`config.mk`:
```
export PLATFORM = sky130hd
export DESIGN_NAME = audio_resample_slice_scale
export DESIGN_NICKNAME = d
export VERILOG_FILES = /design/src/hw/rtl/arsc_pkg.sv /design/src/hw/rtl/audio_resample_slice_scale.sv /design/src/hw/rtl/arsc_fifo.sv /design/src/hw/rtl/arsc_front.sv /design/src/hw/rtl/arsc_back.sv
export SDC_FILE = /design/constraint.sdc
export NUM_CORES = 2
export LEC_CHECK = 0
export BUFFER_PORTS_ARGS = -buffer_cell sky130_fd_sc_hd__buf_4
export CAP_MARGIN = 20
export CORE_MARGIN = 8
export CORE_UTILIZATION = 41
export CTS_BUF_LIST = sky130_fd_sc_hd__clkbuf_8
export DETAILED_ROUTE_END_ITERATION = 8
export GPL_TIMING_DRIVEN = 0
export PLACE_DENSITY = 0.55
export SLEW_MARGIN = 10
export SYNTH_ARGS = -nofsm -noshare
export SYNTH_HDL_FRONTEND = slang
export SYNTH_HIERARCHICAL = 1
export SYNTH_SLANG_ARGS = --single-unit
```
`constraint.sdc`:
```
create_clock -name i_clk -period 15.95 [get_ports i_clk]
set_input_delay 3.19 -clock i_clk [delete_from_list [all_inputs] [get_ports i_clk]]
set_output_delay 3.19 -clock i_clk [all_outputs]
set_load 0.03 [all_outputs]
```
`src/hw/rtl/arsc_pkg.sv`:
```
// Shared constants, types and state encodings of the audio resample slice scale block.
`timescale 1ns / 1ps

package arsc_pkg;

    // Fixed-point formats
    localparam int PHASE_FRAC_BITS = 16;
    localparam int SAMPLE_BITS     = 16;
    localparam int MAX_OUTPUTS     = 16;

    // Register widths
    localparam int STEP_W  = PHASE_FRAC_BITS + 3;
    localparam int THR_W   = 15;
    localparam int CLIP_W  = 15;
    localparam int BOOST_W = 7;
    localparam int FMT_W   = 2;
    localparam int OUT_W   = 32;

    // Configuration port
    localparam int CFG_IDX_W  = 3;
    localparam int CFG_DATA_W = STEP_W;

    localparam logic [CFG_IDX_W-1:0] CFG_PHASE_STEP      = 3'd0;
    localparam logic [CFG_IDX_W-1:0] CFG_SLICE_THRESHOLD = 3'd1;
    localparam logic [CFG_IDX_W-1:0] CFG_CLIP_LEVEL      = 3'd2;
    localparam logic [CFG_IDX_W-1:0] CFG_BOOST           = 3'd3;
    localparam logic [CFG_IDX_W-1:0] CFG_OUTPUT_FORMAT   = 3'd4;

    // Output format codes
    localparam logic [FMT_W-1:0] FMT_INT16  = 2'd0;
    localparam logic [FMT_W-1:0] FMT_UINT8  = 2'd1;
    localparam logic [FMT_W-1:0] FMT_INT32  = 2'd2;

    // Register reset values
    localparam logic [STEP_W-1:0]  RST_PHASE_STEP      = STEP_W'(40960);
    localparam logic [THR_W-1:0]   RST_SLICE_THRESHOLD = '0;
    localparam logic [CLIP_W-1:0]  RST_CLIP_LEVEL      = CLIP_W'(6000);
    localparam logic [BOOST_W-1:0] RST_BOOST           = BOOST_W'(10);
    localparam logic [FMT_W-1:0]   RST_OUTPUT_FORMAT   = FMT_INT16;

    // Datapath widths
    localparam int DIFF_W = SAMPLE_BITS + 1;
    localparam int ACC_W  = STEP_W + 1;
    localparam int PROD_W = SAMPLE_BITS + PHASE_FRAC_BITS + 2;
    localparam int DEN_W  = CLIP_W + PHASE_FRAC_BITS;
    localparam int MAG_W  = DEN_W + BOOST_W;

    // Full-scale constants: 32767 = 2^15 - 1, 2^31 - 1, 255 = 2^8 - 1
    localparam int K16_SHIFT = 15;
    localparam int K32_SHIFT = 31;
    localparam int U8_SHIFT  = 8;
    localparam int XW        = MAG_W + K32_SHIFT;
    localparam int NUM_W     = XW - PHASE_FRAC_BITS;

    // Divider: quotient never reaches 2^QUO_W, DIV_STEP bits per cycle
    localparam int QUO_W      = 40;
    localparam int DIV_STEP   = 4;
    localparam int DIV_CYCLES = QUO_W / DIV_STEP;

    localparam logic [OUT_W-1:0] INT16_MAX     = OUT_W'(32767);
    localparam logic [OUT_W-1:0] INT16_NEG_LIM = OUT_W'(32768);
    localparam logic [OUT_W-1:0] INT32_MAX     = 32'h7FFF_FFFF;
    localparam logic [OUT_W-1:0] INT32_NEG_LIM = 32'h8000_0000;
    localparam logic [OUT_W-1:0] UINT8_MAX     = OUT_W'(255);

    // Queue depths
    localparam int JOB_DEPTH = 4;
    localparam int RES_DEPTH = 4;

    typedef struct packed {
        logic [STEP_W-1:0]  phase_step;
        logic [THR_W-1:0]   slice_threshold;
        logic [CLIP_W-1:0]  clip_level;
        logic [BOOST_W-1:0] boost;
        logic [FMT_W-1:0]   output_format;
    } t_cfg;

    typedef struct packed {
        logic signed [SAMPLE_BITS-1:0] cur;
        logic [PHASE_FRAC_BITS-1:0]    acc;
        logic signed [DIFF_W-1:0]      diff;
        logic                          last;
    } t_job;

    typedef struct packed {
        logic [OUT_W-1:0] sample;
        logic             last;
    } t_res;

    typedef enum logic {
        F_IDLE,
        F_EMIT
    } t_front_state;

    typedef enum logic [2:0] {
        B_IDLE,
        B_SLICE,
        B_CLAMP,
        B_BOOST,
        B_NUMER,
        B_DIV,
        B_PUSH
    } t_back_state;

endpackage

```
`src/hw/rtl/audio_resample_slice_scale.sv`:
```
// Top level of the audio resample slice scale block: configuration registers and queues.
`timescale 1ns / 1ps

// Linear-interpolation resampler with a dead-zone slicer and audio scaling.
// Each signed microvolt sample pushed in yields one to MAX_OUTPUTS audio
// samples, popped from the result side in order; o_last marks the final one
// of each input. The front part accepts a sample while idle and then issues
// one interpolation job per cycle into a four-entry job queue while that
// queue has room, so full stays high until the sample's last job is issued.
// For each result the back part takes the job and forms the interpolation
// product, then slices, clamps, boosts and forms the numerator, divides by
// clip_level in the divider (four quotient bits a cycle), and writes the
// four-entry result queue.
// Configuration writes take effect at once and must only be made while the
// block holds no unfinished input.
module audio_resample_slice_scale #(
    parameter int MAX_OUTPUTS = arsc_pkg::MAX_OUTPUTS
) (
    input  logic                                     i_clk,
    input  logic                                     i_rst_n,
    input  logic                                     push,
    output logic                                     full,
    input  logic signed [arsc_pkg::SAMPLE_BITS-1:0]  i_sample_in,
    output logic                                     empty,
    input  logic                                     pop,
    output logic signed [arsc_pkg::OUT_W-1:0]        o_sample_out,
    output logic                                     o_last,
    input  logic                                     i_cfg_we,
    input  logic [arsc_pkg::CFG_IDX_W-1:0]           i_cfg_index,
    input  logic [arsc_pkg::CFG_DATA_W-1:0]          i_cfg_data
);

    localparam int JOB_W = $bits(arsc_pkg::t_job);
    localparam int RES_W = $bits(arsc_pkg::t_res);

    arsc_pkg::t_cfg r_cfg;

    logic           job_push;
    logic           job_full;
    logic           job_pop;
    logic           job_empty;
    arsc_pkg::t_job job_in;
    arsc_pkg::t_job job_out;
    logic           res_push;
    logic           res_full;
    arsc_pkg::t_res res_in;
    arsc_pkg::t_res res_out;

    // Configuration registers; writes to unused indexes drop silently
    always_ff @(posedge i_clk) begin
        if (!i_rst_n) begin
            r_cfg.phase_step      <= arsc_pkg::RST_PHASE_STEP;
            r_cfg.slice_threshold <= arsc_pkg::RST_SLICE_THRESHOLD;
            r_cfg.clip_level      <= arsc_pkg::RST_CLIP_LEVEL;
            r_cfg.boost           <= arsc_pkg::RST_BOOST;
            r_cfg.output_format   <= arsc_pkg::RST_OUTPUT_FORMAT;
        end else if (i_cfg_we) begin
            unique case (i_cfg_index)
                arsc_pkg::CFG_PHASE_STEP:
                    r_cfg.phase_step <= i_cfg_data[arsc_pkg::STEP_W-1:0];
                arsc_pkg::CFG_SLICE_THRESHOLD:
                    r_cfg.slice_threshold <= i_cfg_data[arsc_pkg::THR_W-1:0];
                arsc_pkg::CFG_CLIP_LEVEL:
                    r_cfg.clip_level <= i_cfg_data[arsc_pkg::CLIP_W-1:0];
                arsc_pkg::CFG_BOOST:
                    r_cfg.boost <= i_cfg_data[arsc_pkg::BOOST_W-1:0];
                arsc_pkg::CFG_OUTPUT_FORMAT:
                    r_cfg.output_format <= i_cfg_data[arsc_pkg::FMT_W-1:0];
                default: ;
            endcase
        end
    end

    // Front: phase walk, one job per emitted sample
    arsc_front #(
        .MAX_OUTPUTS (MAX_OUTPUTS)
    ) u_front (
        .i_clk       (i_clk),
        .i_rst_n     (i_rst_n),
        .i_cfg       (r_cfg),
        .i_push      (push),
        .i_sample_in (i_sample_in),
        .o_full      (full),
        .o_job_push  (job_push),
        .o_job       (job_in),
        .i_job_full  (job_full)
    );

    // Job queue decouples the phase walk from the arithmetic
    arsc_fifo #(
        .WIDTH (JOB_W),
        .DEPTH (arsc_pkg::JOB_DEPTH)
    ) u_job_q (
        .i_clk   (i_clk),
        .i_rst_n (i_rst_n),
        .i_push  (job_push),
        .i_data  (job_in),
        .o_full  (job_full),
        .i_pop   (job_pop),
        .o_data  (job_out),
        .o_empty (job_empty)
    );

    // Back: interpolate, slice, scale, saturate
    arsc_back u_back (
        .i_clk       (i_clk),
        .i_rst_n     (i_rst_n),
        .i_cfg       (r_cfg),
        .i_job       (job_out),
        .i_job_empty (job_empty),
        .o_job_pop   (job_pop),
        .o_res       (res_in),
        .o_res_push  (res_push),
        .i_res_full  (res_full)
    );

    // Result queue holds finished samples until the consumer transfers them
    arsc_fifo #(
        .WIDTH (RES_W),
        .DEPTH (arsc_pkg::RES_DEPTH)
    ) u_res_q (
        .i_clk   (i_clk),
        .i_rst_n (i_rst_n),
        .i_push  (res_push),
        .i_data  (res_in),
        .o_full  (res_full),
        .i_pop   (pop),
        .o_data  (res_out),
        .o_empty (empty)
    );

    assign o_sample_out = $signed(res_out.sample);
    assign o_last       = res_out.last;

endmodule

```
`src/hw/rtl/arsc_fifo.sv`:
```
// Small register queue with first-word fall-through read.
`timescale 1ns / 1ps

module arsc_fifo #(
    parameter int WIDTH = 1,
    parameter int DEPTH = 2
) (
    input  logic             i_clk,
    input  logic             i_rst_n,
    input  logic             i_push,
    input  logic [WIDTH-1:0] i_data,
    output logic             o_full,
    input  logic             i_pop,
    output logic [WIDTH-1:0] o_data,
    output logic             o_empty
);

    localparam int PTR_W = $clog2(DEPTH);
    localparam int CNT_W = $clog2(DEPTH + 1);

    logic [WIDTH-1:0] r_mem [DEPTH];
    logic [PTR_W-1:0] r_wr_ptr;
    logic [PTR_W-1:0] r_rd_ptr;
    logic [CNT_W-1:0] r_count;
    logic             do_push;
    logic             do_pop;

    assign o_full  = (r_count == CNT_W'(DEPTH));
    assign o_empty = (r_count == '0);
    assign do_push = i_push && !o_full;
    assign do_pop  = i_pop && !o_empty;
    assign o_data  = r_mem[r_rd_ptr];

    always_ff @(posedge i_clk) begin
        if (do_push) begin
            r_mem[r_wr_ptr] <= i_data;
        end
    end

    always_ff @(posedge i_clk) begin
        if (!i_rst_n) begin
            r_wr_ptr <= '0;
            r_rd_ptr <= '0;
            r_count  <= '0;
        end else begin
            if (do_push) begin
                r_wr_ptr <= (r_wr_ptr == PTR_W'(DEPTH - 1)) ? '0 : r_wr_ptr + 1'b1;
            end
            if (do_pop) begin
                r_rd_ptr <= (r_rd_ptr == PTR_W'(DEPTH - 1)) ? '0 : r_rd_ptr + 1'b1;
            end
            case ({do_push, do_pop})
                2'b10:   r_count <= r_count + 1'b1;
                2'b01:   r_count <= r_count - 1'b1;
                default: r_count <= r_count;
            endcase
        end
    end

endmodule

```
`src/hw/rtl/arsc_front.sv`:
```
// Front part: takes samples, walks the phase and issues one interpolation job per cycle while the job queue has room.
`timescale 1ns / 1ps

module arsc_front #(
    parameter int MAX_OUTPUTS = arsc_pkg::MAX_OUTPUTS
) (
    input  logic                                   i_clk,
    input  logic                                   i_rst_n,
    input  arsc_pkg::t_cfg                         i_cfg,
    input  logic                                   i_push,
    input  logic signed [arsc_pkg::SAMPLE_BITS-1:0] i_sample_in,
    output logic                                   o_full,
    output logic                                   o_job_push,
    output arsc_pkg::t_job                         o_job,
    input  logic                                   i_job_full
);

    localparam int F      = arsc_pkg::PHASE_FRAC_BITS;
    localparam int S      = arsc_pkg::SAMPLE_BITS;
    localparam int DIFF_W = arsc_pkg::DIFF_W;
    localparam int ACC_W  = arsc_pkg::ACC_W;
    localparam int CNT_W  = $clog2(MAX_OUTPUTS);

    arsc_pkg::t_front_state r_state;
    arsc_pkg::t_front_state n_state;

    logic signed [S-1:0] r_held;
    logic signed [S-1:0] r_next;
    logic [F-1:0]        r_phase;
    logic [F-1:0]        r_acc;
    logic [CNT_W-1:0]    r_cnt;

    logic [ACC_W-1:0]        acc_sum;
    logic signed [DIFF_W-1:0] diff;
    logic                     last;

    assign acc_sum = ACC_W'(r_acc) + ACC_W'(i_cfg.phase_step);
    assign diff    = DIFF_W'(r_next) - DIFF_W'(r_held);
    // Stop once the phase reaches one, or at the output cap
    assign last    = (acc_sum[ACC_W-1:F] != '0) || (r_cnt == CNT_W'(MAX_OUTPUTS - 1));

    assign o_job.cur  = r_held;
    assign o_job.acc  = r_acc;
    assign o_job.diff = diff;
    assign o_job.last = last;

    always_ff @(posedge i_clk) begin
        if (!i_rst_n) begin
            r_state <= arsc_pkg::F_IDLE;
        end else begin
            r_state <= n_state;
        end
    end

    always_comb begin
        n_state    = r_state;
        o_full     = 1'b1;
        o_job_push = 1'b0;
        unique case (r_state)
            arsc_pkg::F_IDLE: begin
                o_full = 1'b0;
                if (i_push) begin
                    n_state = arsc_pkg::F_EMIT;
                end
            end
            arsc_pkg::F_EMIT: begin
                if (!i_job_full) begin
                    o_job_push = 1'b1;
                    if (last) begin
                        n_state = arsc_pkg::F_IDLE;
                    end
                end
            end
            default: n_state = arsc_pkg::F_IDLE;
        endcase
    end

    always_ff @(posedge i_clk) begin
        if (!i_rst_n) begin
            r_held  <= '0;
            r_phase <= '0;
            r_cnt   <= '0;
        end else begin
            if (r_state == arsc_pkg::F_IDLE && i_push) begin
                r_next <= i_sample_in;
                r_acc  <= r_phase;
                r_cnt  <= '0;
            end
            if (o_job_push) begin
                // Drop the integer part of the phase
                if (last) begin
                    r_phase <= acc_sum[F-1:0];
                    r_held  <= r_next;
                end else begin
                    r_acc <= acc_sum[F-1:0];
                end
                r_cnt <= r_cnt + 1'b1;
            end
        end
    end

endmodule

```
`src/hw/rtl/arsc_back.sv`:
```
// Back part: interpolates, slices, clamps, boosts and scales one job through a shared divider.
`timescale 1ns / 1ps

module arsc_back (
    input  logic           i_clk,
    input  logic           i_rst_n,
    input  arsc_pkg::t_cfg i_cfg,
    input  arsc_pkg::t_job i_job,
    input  logic           i_job_empty,
    output logic           o_job_pop,
    output arsc_pkg::t_res o_res,
    output logic           o_res_push,
    input  logic           i_res_full
);

    localparam int F          = arsc_pkg::PHASE_FRAC_BITS;
    localparam int S          = arsc_pkg::SAMPLE_BITS;
    localparam int PROD_W     = arsc_pkg::PROD_W;
    localparam int DEN_W      = arsc_pkg::DEN_W;
    localparam int MAG_W      = arsc_pkg::MAG_W;
    localparam int CLIP_W     = arsc_pkg::CLIP_W;
    localparam int XW         = arsc_pkg::XW;
    localparam int NUM_W      = arsc_pkg::NUM_W;
    localparam int QUO_W      = arsc_pkg::QUO_W;
    localparam int OUT_W      = arsc_pkg::OUT_W;
    localparam int DIV_STEP   = arsc_pkg::DIV_STEP;
    localparam int DIV_CYCLES = arsc_pkg::DIV_CYCLES;
    localparam int DIVC_W     = $clog2(DIV_CYCLES);
    localparam int NW8        = MAG_W + 2;

    arsc_pkg::t_back_state r_state;
    arsc_pkg::t_back_state n_state;

    logic signed [S-1:0]      r_cur;
    logic signed [PROD_W-1:0] r_prod;
    logic                     r_last;
    logic signed [PROD_W-1:0] r_sv;
    logic [DEN_W-1:0]         r_abs;
    logic                     r_neg;
    logic [MAG_W-1:0]         r_mag;
    logic                     r_zero;
    logic [CLIP_W-1:0]        r_rem;
    logic [QUO_W-1:0]         r_quo;
    logic [DIVC_W-1:0]        r_div_cnt;

    logic [CLIP_W-1:0]        clip_eff;
    logic [DEN_W-1:0]         den;
    logic signed [PROD_W-1:0] prod_in;
    logic signed [PROD_W-1:0] cur_ext;
    logic signed [PROD_W-1:0] v;
    logic signed [PROD_W-1:0] t;
    logic signed [PROD_W-1:0] sv_in;
    logic                     neg_in;
    logic [PROD_W-1:0]        abs_full;
    logic [DEN_W-1:0]         abs_in;
    logic [MAG_W-1:0]         mag_in;
    logic [XW-1:0]            x16;
    logic [XW-1:0]            x32;
    logic signed [NW8-1:0]    den_s;
    logic signed [NW8-1:0]    mag_s;
    logic signed [NW8-1:0]    n8;
    logic                     n8_pos;
    logic [XW-1:0]            x8;
    logic [NUM_W-1:0]         numer;
    logic                     zero_in;
    logic [CLIP_W:0]          rem_v;
    logic [QUO_W-1:0]         quo_v;
    logic [OUT_W-1:0]         lim;
    logic [OUT_W-1:0]         mag_sat;
    logic [OUT_W-1:0]         res_val;

    // A zero clip level acts as one
    assign clip_eff = (i_cfg.clip_level == '0) ? CLIP_W'(1) : i_cfg.clip_level;
    assign den      = {clip_eff, {F{1'b0}}};

    // Interpolation product, taken from the queue head
    assign prod_in = $signed({1'b0, i_job.acc}) * $signed(i_job.diff);

    // Dead-zone slicer
    assign cur_ext = PROD_W'(r_cur);
    assign v       = (cur_ext <<< F) + r_prod;
    assign t       = $signed(PROD_W'({i_cfg.slice_threshold, {F{1'b0}}}));

    always_comb begin
        if (v > t) begin
            sv_in = v - t;
        end else if (v < -t) begin
            sv_in = v + t;
        end else begin
            sv_in = '0;
        end
    end

    // Clamp to plus or minus full scale, split sign and magnitude
    assign neg_in   = r_sv[PROD_W-1];
    assign abs_full = neg_in ? -r_sv : r_sv;
    assign abs_in   = (abs_full > PROD_W'(den)) ? den : abs_full[DEN_W-1:0];

    assign mag_in = r_abs * i_cfg.boost;

    // Numerators: mag * (2^k - 1) as shift and subtract, for UINT8 (den +/- mag) * (2^8 - 1)
    assign x16    = (XW'(r_mag) << arsc_pkg::K16_SHIFT) - XW'(r_mag);
    assign x32    = (XW'(r_mag) << arsc_pkg::K32_SHIFT) - XW'(r_mag);
    assign den_s  = $signed(NW8'(den));
    assign mag_s  = $signed(NW8'(r_mag));
    assign n8     = r_neg ? (den_s - mag_s) : (den_s + mag_s);
    assign n8_pos = !n8[NW8-1] && (n8 != '0);
    assign x8     = (XW'(n8[NW8-2:0]) << arsc_pkg::U8_SHIFT) - XW'(n8[NW8-2:0]);

    always_comb begin
        numer   = '0;
        zero_in = 1'b0;
        unique case (i_cfg.output_format)
            arsc_pkg::FMT_INT16: numer = NUM_W'(x16 >> F);
            arsc_pkg::FMT_INT32: numer = NUM_W'(x32 >> F);
            arsc_pkg::FMT_UINT8: begin
                numer   = NUM_W'(x8 >> (F + 1));
                zero_in = !n8_pos;
            end
            default: zero_in = 1'b1;
        endcase
    end

    // Restoring divider by the clip level, DIV_STEP quotient bits per cycle
    always_comb begin
        rem_v = {1'b0, r_rem};
        quo_v = r_quo;
        for (int i = 0; i < DIV_STEP; i++) begin
            rem_v = {rem_v[CLIP_W-1:0], quo_v[QUO_W-1]};
            quo_v = {quo_v[QUO_W-2:0], 1'b0};
            if (rem_v >= {1'b0, clip_eff}) begin
                rem_v    = rem_v - {1'b0, clip_eff};
                quo_v[0] = 1'b1;
            end
        end
    end

    // Saturate to the selected format and apply the sign for the signed formats
    always_comb begin
        lim     = '0;
        mag_sat = '0;
        res_val = '0;
        unique case (i_cfg.output_format)
            arsc_pkg::FMT_INT16: begin
                lim     = r_neg ? arsc_pkg::INT16_NEG_LIM : arsc_pkg::INT16_MAX;
                mag_sat = (r_quo > QUO_W'(lim)) ? lim : r_quo[OUT_W-1:0];
                res_val = r_neg ? (~mag_sat + OUT_W'(1)) : mag_sat;
            end
            arsc_pkg::FMT_INT32: begin
                lim     = r_neg ? arsc_pkg::INT32_NEG_LIM : arsc_pkg::INT32_MAX;
                mag_sat = (r_quo > QUO_W'(lim)) ? lim : r_quo[OUT_W-1:0];
                res_val = r_neg ? (~mag_sat + OUT_W'(1)) : mag_sat;
            end
            arsc_pkg::FMT_UINT8: begin
                lim     = arsc_pkg::UINT8_MAX;
                mag_sat = (r_quo > QUO_W'(lim)) ? lim : r_quo[OUT_W-1:0];
                res_val = r_zero ? '0 : mag_sat;
            end
            default: res_val = '0;
        endcase
    end

    assign o_res.sample = res_val;
    assign o_res.last   = r_last;

    always_ff @(posedge i_clk) begin
        if (!i_rst_n) begin
            r_state <= arsc_pkg::B_IDLE;
        end else begin
            r_state <= n_state;
        end
    end

    always_comb begin
        n_state    = r_state;
        o_job_pop  = 1'b0;
        o_res_push = 1'b0;
        unique case (r_state)
            arsc_pkg::B_IDLE: begin
                if (!i_job_empty) begin
                    o_job_pop = 1'b1;
                    n_state   = arsc_pkg::B_SLICE;
                end
            end
            arsc_pkg::B_SLICE: n_state = arsc_pkg::B_CLAMP;
            arsc_pkg::B_CLAMP: n_state = arsc_pkg::B_BOOST;
            arsc_pkg::B_BOOST: n_state = arsc_pkg::B_NUMER;
            arsc_pkg::B_NUMER: n_state = arsc_pkg::B_DIV;
            arsc_pkg::B_DIV: begin
                if (r_div_cnt == DIVC_W'(DIV_CYCLES - 1)) begin
                    n_state = arsc_pkg::B_PUSH;
                end
            end
            arsc_pkg::B_PUSH: begin
                if (!i_res_full) begin
                    o_res_push = 1'b1;
                    n_state    = arsc_pkg::B_IDLE;
                end
            end
            default: n_state = arsc_pkg::B_IDLE;
        endcase
    end

    always_ff @(posedge i_clk) begin
        unique case (r_state)
            arsc_pkg::B_IDLE: begin
                r_prod <= prod_in;
                r_cur  <= i_job.cur;
                r_last <= i_job.last;
            end
            arsc_pkg::B_SLICE: r_sv <= sv_in;
            arsc_pkg::B_CLAMP: begin
                r_abs <= abs_in;
                r_neg <= neg_in;
            end
            arsc_pkg::B_BOOST: r_mag <= mag_in;
            arsc_pkg::B_NUMER: begin
                r_rem     <= CLIP_W'(numer[NUM_W-1:QUO_W]);
                r_quo     <= numer[QUO_W-1:0];
                r_zero    <= zero_in;
                r_div_cnt <= '0;
            end
            arsc_pkg::B_DIV: begin
                r_rem     <= rem_v[CLIP_W-1:0];
                r_quo     <= quo_v;
                r_div_cnt <= r_div_cnt + 1'b1;
            end
            default: r_rem <= r_rem;
        endcase
    end

endmodule

```
Word-level counts from Yosys, hierarchy flattened
Memory sizes are Yosys's and may differ from the RTL's. A register that Yosys moved wholly into a read port is not among the register bits.
Index checks and enable logic that the tools add are counted.
{ "totals": {"ff_bits": 359, "ram_bits": 332, "in_bits": 43, "elab_cells": 198, "memories": 2} }
{ "classes": {"add_sub_neg": 28, "mul": 2, "order_cmp": 10, "n_eq_ne": 27, "muxes": 62, "bitwise": 3, "reduce_logical": 34} }
{ "memory_table": {"columns": ["name", "words", "word_bits", "read_ports", "rd_ports_with_merged_regs", "write_ports", "line", "source"], "rows": [
  ["u_job_q.r_mem", 4, 50, 1, 1, 1, "arsc_fifo.sv:21", "logic [WIDTH-1:0] r_mem [DEPTH];"],
  ["u_res_q.r_mem", 4, 33, 1, 1, 1, "arsc_fifo.sv:21", null]
]} }
{ "op_table": {"columns": ["cell", "count"], "rows": [
  ["two-way mux 32 bit", 7],
  ["one-hot mux 53 bit (3 select lines)", 1],
  ["two-way mux 34 bit", 3],
  ["one-hot mux 32 bit (3 select lines)", 1],
  ["> comparator 40 x 32 -> 1 bit", 2],
  ["one-hot mux 40 bit (2 select lines)", 1],
  ["two-way mux 15 bit", 5],
  ["subtractor 69 x 38 -> 69 bit", 1],
  ["adder 32 x 1 -> 32 bit, second input constant", 2],
  ["greater-or-equal comparator 16 x 15 -> 1 bit", 4],
  ["two-way mux 16 bit", 4],
  ["NOT 32 bit", 2],
  ["subtractor 15 bit", 4],
  ["subtractor 53 x 38 -> 54 bit", 1],
  ["subtractor 47 x 39 -> 48 bit", 1],
  ["> comparator 40 x 8 -> 1 bit, second input constant", 1],
  ["two-way mux 40 bit", 1],
  ["nonzero test 40 bit", 1],
  ["adder 31 x 38 -> 39 bit", 1],
  ["subtractor 31 x 38 -> 39 bit", 1],
  ["multiplier 31 x 7 -> 38 bit", 1],
  ["adder 32 x 34 -> 34 bit", 1],
  ["adder 34 x 32 -> 34 bit", 1],
  ["> comparator 34 x 31 -> 1 bit", 1],
  ["other kinds (42)", 118]
]} }

Depth between registers and ports, before layout
{ "logic_depth": {"word_depth": 11, "mapped_depth": 48, "ltp_nobuf": 45} }

Cells and area by module
The synthesis kept the hierarchy.
{ "modules_own_cells": {"columns": ["mod", "n_inst", "cells_per_inst", "area_each_um2", "seq_area_each_um2"], "rows": [
  ["arsc_back", 1, 4994, 41224.5, 6516.2],
  ["arsc_fifo at u_job_q", 1, 318, 7766.2, 6185.9],
  ["arsc_fifo at u_res_q", 1, 229, 5302.6, 4144.0],
  ["arsc_front", 1, 484, 4599.4, 1701.6],
  ["audio_resample_slice_scale", 1, 225, 2313.5, 1161.1]
]} }

Worst setup path after synthesis
No wires, ideal clock.
{ "synth_timing": {"path_type": "register to register", "from": "register r_cfg[18] (netlist bit)", "to": "register u_back.r_rem[11] (data pin)", "setup_time_ps": 275, "arrival_time_ps": 9729, "slack_ps": 5946, "stages_incl_launch_ff": 46, "n_path_buf": 4, "cell_sequence": "dfxtp_1 -> nor4_1 -> a41o_1 -> ha_1 -> inv_1 -> fa_1 -> a211oi_1 -> o211ai_1 -> a211oi_1 -> o21bai_1 -> a21boi_1 -> clkbuf_1 -> mux2_2 -> ha_1 -> a211oi_1 -> o21ai_0 -> a22o_1 -> a31oi_1 -> [... 10 more ...] -> o31a_1 -> nand3b_1 -> o211ai_1 -> clkbuf_1 -> a21oi_1 -> fa_1 -> nor2b_1 -> o21ai_0 -> a21boi_0 -> nor3_1 -> o21bai_1 -> o31ai_1 -> a31oi_1 -> nor2_1 -> nand2_1 -> buf_2 -> mux2i_1 -> o221ai_1"} }
{ "synth_via": {"elab_chain_cells": 11} }
{ "synth_lines": {"columns": ["item", "line", "source"], "rows": [
  ["start: declaration", "audio_resample_slice_scale.sv:36", "arsc_pkg::t_cfg r_cfg;"],
  ["logical NOT 15 bit", "arsc_back.sv:73", "assign clip_eff = (i_cfg.clip_level == '0) ? CLIP_W'(1) : i_cfg.clip_level;"],
  ["two-way mux 15 bit (*)", "arsc_back.sv:73", null],
  ["subtractor 15 bit or greater-or-equal comparator 16 x 15 -> 1 bit (tied branches)", "arsc_back.sv:132, arsc_back.sv:131", null],
  ["two-way mux 15 bit", "arsc_back.sv:131", "if (rem_v >= {1'b0, clip_eff}) begin"],
  ["subtractor 15 bit or greater-or-equal comparator 16 x 15 -> 1 bit (tied branches)", "arsc_back.sv:132, arsc_back.sv:131", null],
  ["two-way mux 15 bit", "arsc_back.sv:131", null],
  ["subtractor 15 bit or greater-or-equal comparator 16 x 15 -> 1 bit (tied branches)", "arsc_back.sv:132, arsc_back.sv:131", null],
  ["two-way mux 15 bit", "arsc_back.sv:131", null],
  ["subtractor 15 bit or greater-or-equal comparator 16 x 15 -> 1 bit (tied branches)", "arsc_back.sv:132, arsc_back.sv:131", null],
  ["two-way mux 15 bit", "arsc_back.sv:131", null],
  ["one-hot mux 15 bit (2 select lines) (*)", "arsc_back.sv:205", "unique case (r_state)"],
  ["end signal: assignment", "arsc_back.sv:218", "r_rem <= CLIP_W'(numer[NUM_W-1:QUO_W]);"],
  ["end signal: assignment", "arsc_back.sv:224", "r_rem <= rem_v[CLIP_W-1:0];"],
  ["end signal: assignment", "arsc_back.sv:228", "default: r_rem <= r_rem;"],
  ["end: declaration", "arsc_back.sv:42", "logic [CLIP_W-1:0] r_rem;"]
]} }
Mark *: on every way between the ends. The rest lies on a longest branch, timed or not.
A chain may end at the register's enable or synchronous reset.

Worst setup path after layout
{ "layout_timing": {"from": "register r_cfg[14] (netlist bit)", "to": "register u_back.r_rem[9] (data pin)"} }
The elaborated chain is that of the path after synthesis.

==> impl_metrics.ini <==
[cts]
clkLatencyLatePin_ns = 0.85
root_buffer = clkbuf_8
clk_pin_slew_ns = 0.06
postCtsHoldBufs = 0
postCtsResizedCells = 0
numCtsBuffers = 118
h-tree-depth = 3
clock_tree.buffer_depth = 3
tritoncts = built
cts.sinks = 695
post_cts_buffers = 0

[setup_path]
critPathKind = register to register
crit_arrival_ns = 14.86
ff2ff_path_depth = 46
r2r_slack_ns = 1.56
r2r_start = r_cfg[14]
crit_fanout = 10
critPathSlowestCell = a41o_1
r2r-end = u_back/r_rem[9]
cp-end-kind = register
crit_path_end = u_back/r_rem[9]
cp.required_ns = 16.42
start_kind = register
startpoint = r_cfg[14]
max_stage_delay_ns = 0.71

[drt]
viasPerCell = 5.717
routed_wl_um = 196700
drt_first_iter_violations = 4159
wl_per_cell_um = 23.15
drc_errors = 0
drtPass1Iterations = 6
ant_nets = 0
vias = 48580

[synth]
postSynth.asyncResetShare_pct = 0
synth_common_cells = 721 x nand2_1, 610 x inv_1, 579 x edfxtp_1, 503 x ha_1, 365 x fa_1
ys_seq_area_share_pct = 32.20
synth.distinct_cells = 107
synth_top_area_share_pct = 28.41
netlist_top_cells_area = edfxtp_1 28%, fa_1 12%, ha_1 10%
avgSynthCellArea_sq_um = 9.793
synth-edff-count = 579
synth_area_sq_mm = 0.06121
ys.flop_type = edfxtp_1
synth_cells = 6250
synth_warnings = 6
ys_ff_latch = 695
synth_most_common_cell = nand2_1
syn-num-nets = 7161
synth_area_leader_cell = edfxtp_1

[timing]
fin_skew_ns = 0.06124
worst_pin_slew_ns = 1.082
setup_viol = 0
drv_slew = 0
hold_viol = 0
fin_crit_sh_pct = 90.22
period_minus_slack_ns = 14.39
slew_headroom_pct = 27.83
max_freq_mhz = 69.49
finalSetupTns_ns = 0
rsz0062_at_grt = no

[die]
start_util_pct = 41.35
ioPinCount = 78
dieArea_sq_mm = 0.1619
die_y_um = 402.4
num_rows = 141
dieWidth_um = 402.4
core_area_sq_mm = 0.1480

[global_route]
grt_pass1_wl_um = 298200
globalRouteOverflowTotal = 0
grt_max_degree = 51
grt_usage_pct = 23.64
grt_pass1_vias = 48860
antenna_found_initial = 4

[flow_run]
max_cap_viol_count = 0

[worst_hold_path]
worstHoldStart = u_front/r_phase[13]
hold_class = register to register

[placement]
port_buffers = 77
place_congestion = 1.005
dp_hpwl_um = 155000

[layout]
drive_gt1_share_pct = 7.675
finalNetCount = 7379
area_growth_pct = 9.587

[run_status]
outcome = completed
## metal layers
| metal | wire length, um | up-vias | global-route usage, % |
|---|---|---|---|
| met5 | 0 | - | 0 |
| met4 | 7860 | 0 | 8.451 |
| met3 | 11360 | 394 | 3.490 |
| met2 | 94280 | 1615 | 40.17 |
| met1 | 83220 | 23980 | 30.71 |
| li1 | - | 22590 | - |
## sequential cells by signal, summed over array words and instances, names as in the netlist, 4 cells and up, named ones only
name,count
u_res_q/r_mem,132
u_front/r_held,16
u_back/r_abs,31
u_front/r_next,16
u_back/r_mag,38
u_job_q/r_mem,200
u_back/r_sv,34
u_back/r_cur,16
u_back/r_div_cnt,4
u_back/r_prod,34
u_back/r_quo,40
u_front/r_acc,16
u_back/r_rem,15
u_front/r_phase,16
r_cfg,58
u_front/r_cnt,4
## worst min path at each step
stage	to	slack, ns	cells after the start
final	u_front/r_phase[13]	0.46	2
after global placement	u_front/r_phase[11]	0.44	2
after CTS	u_front/r_phase[11]	0.45	2
after floorplan	u_front/r_phase[11]	0.43	2
after global routing	u_front/r_phase[10]	0.47	2
after detailed placement	u_front/r_phase[11]	0.45	2
## cells in the final DEF, fill, tap and decap left out, types with 19 or more instances in the layout
| cell | count |
|---|---|
| o31ai_1 | 51 |
| or4_1 | 22 |
| o21a_1 | 52 |
| mux2i_1 | 140 |
| inv_1 | 649 |
| xnor2_1 | 230 |
| o21ai_0 | 296 |
| a31oi_1 | 60 |
| mux4_2 | 80 |
| a21o_1 | 125 |
| nor3_1 | 118 |
| xor2_1 | 88 |
| dfxtp_1 | 116 |
| nand2b_1 | 56 |
| and2_1 | 186 |
| fa_1 | 365 |
| nor2b_1 | 97 |
| or3_1 | 48 |
| a21oi_1 | 328 |
| nand3_1 | 104 |
| nor2_1 | 328 |
| nand4_1 | 62 |
| clkbuf_8 | 127 |
| a21boi_0 | 19 |
| nand2_1 | 721 |
| mux2_2 | 24 |
| clkbuf_1 | 225 |
| ha_1 | 503 |
| clkinv_1 | 22 |
| o21bai_1 | 39 |
| edfxtp_1 | 579 |
| o211ai_1 | 41 |
| and3_1 | 21 |
| buf_4 | 87 |
| buf_2 | 24 |
| a211oi_1 | 38 |
| or2_2 | 28 |
| nor4_1 | 49 |
## cells by family (layout without fill, tap and decap cells)
group                    after synthesis  count (layout)  synth area share (%)
AND/OR/NAND/NOR                     1933            1933                 15.46
buffers and inverters                894            1211                 5.943
adder cells (fa/ha/maj)              868             868                 22.22
XOR/XNOR                             319             319                 4.595
AO/OA/AOI/OAI                       1294            1294                 13.78
multiplexers                         247             247                 5.804
other                                  0               1                     0
flip-flops                           695             695                 32.20
## critical path: cells and delay by family, from the launching register on
family                     cells  cell delay, ns
DFF                            1            0.45
buffers and inverters          7            2.35
AOI/OAI and AO/OA             21            5.54
adders and majority gates      5            1.70
and+or+nand+nor                9            2.24
muxes                          4            1.69
## through the flow
| stage | utilization, % | hold WS [ns] | instance area [sq um] | setup WS, ns | std cells |
|---|---|---|---|---|---|
| floorplan | - | 0.4311 | 61210 | 5.946 | 6250 |
| global placement | 43.37 | 0.4395 | 64200 | 2.015 | 8257 |
| detailed placement | 43.66 | 0.4469 | 64630 | 1.854 | 8278 |
| CTS | 45.31 | 0.4548 | 67070 | 1.720 | 8497 |
| global route | 45.32 | 0.4700 | 67070 | 0.6639 | 8498 |
| finish | 45.32 | 0.4554 | 67070 | 1.560 | 8498 |
## layout make-up
class                           instances  area, sq um
Timing Repair Buffer                   98        939.7
Buffer                                282         1340
Inverter                              612         2297
Sequential cell                       695        19710
Clock inverter                         92        698.2
Clock buffer                          127         1748
Antenna cell                            1        2.502
Fill cell                           14210        80940
Tap cell                             1930         2415
Multi-Input combinational cell       4661        37930
Power is left out: the tool's default activity adds up to more than one toggle a clock period on the data nets, which glitch-free logic cannot reach.
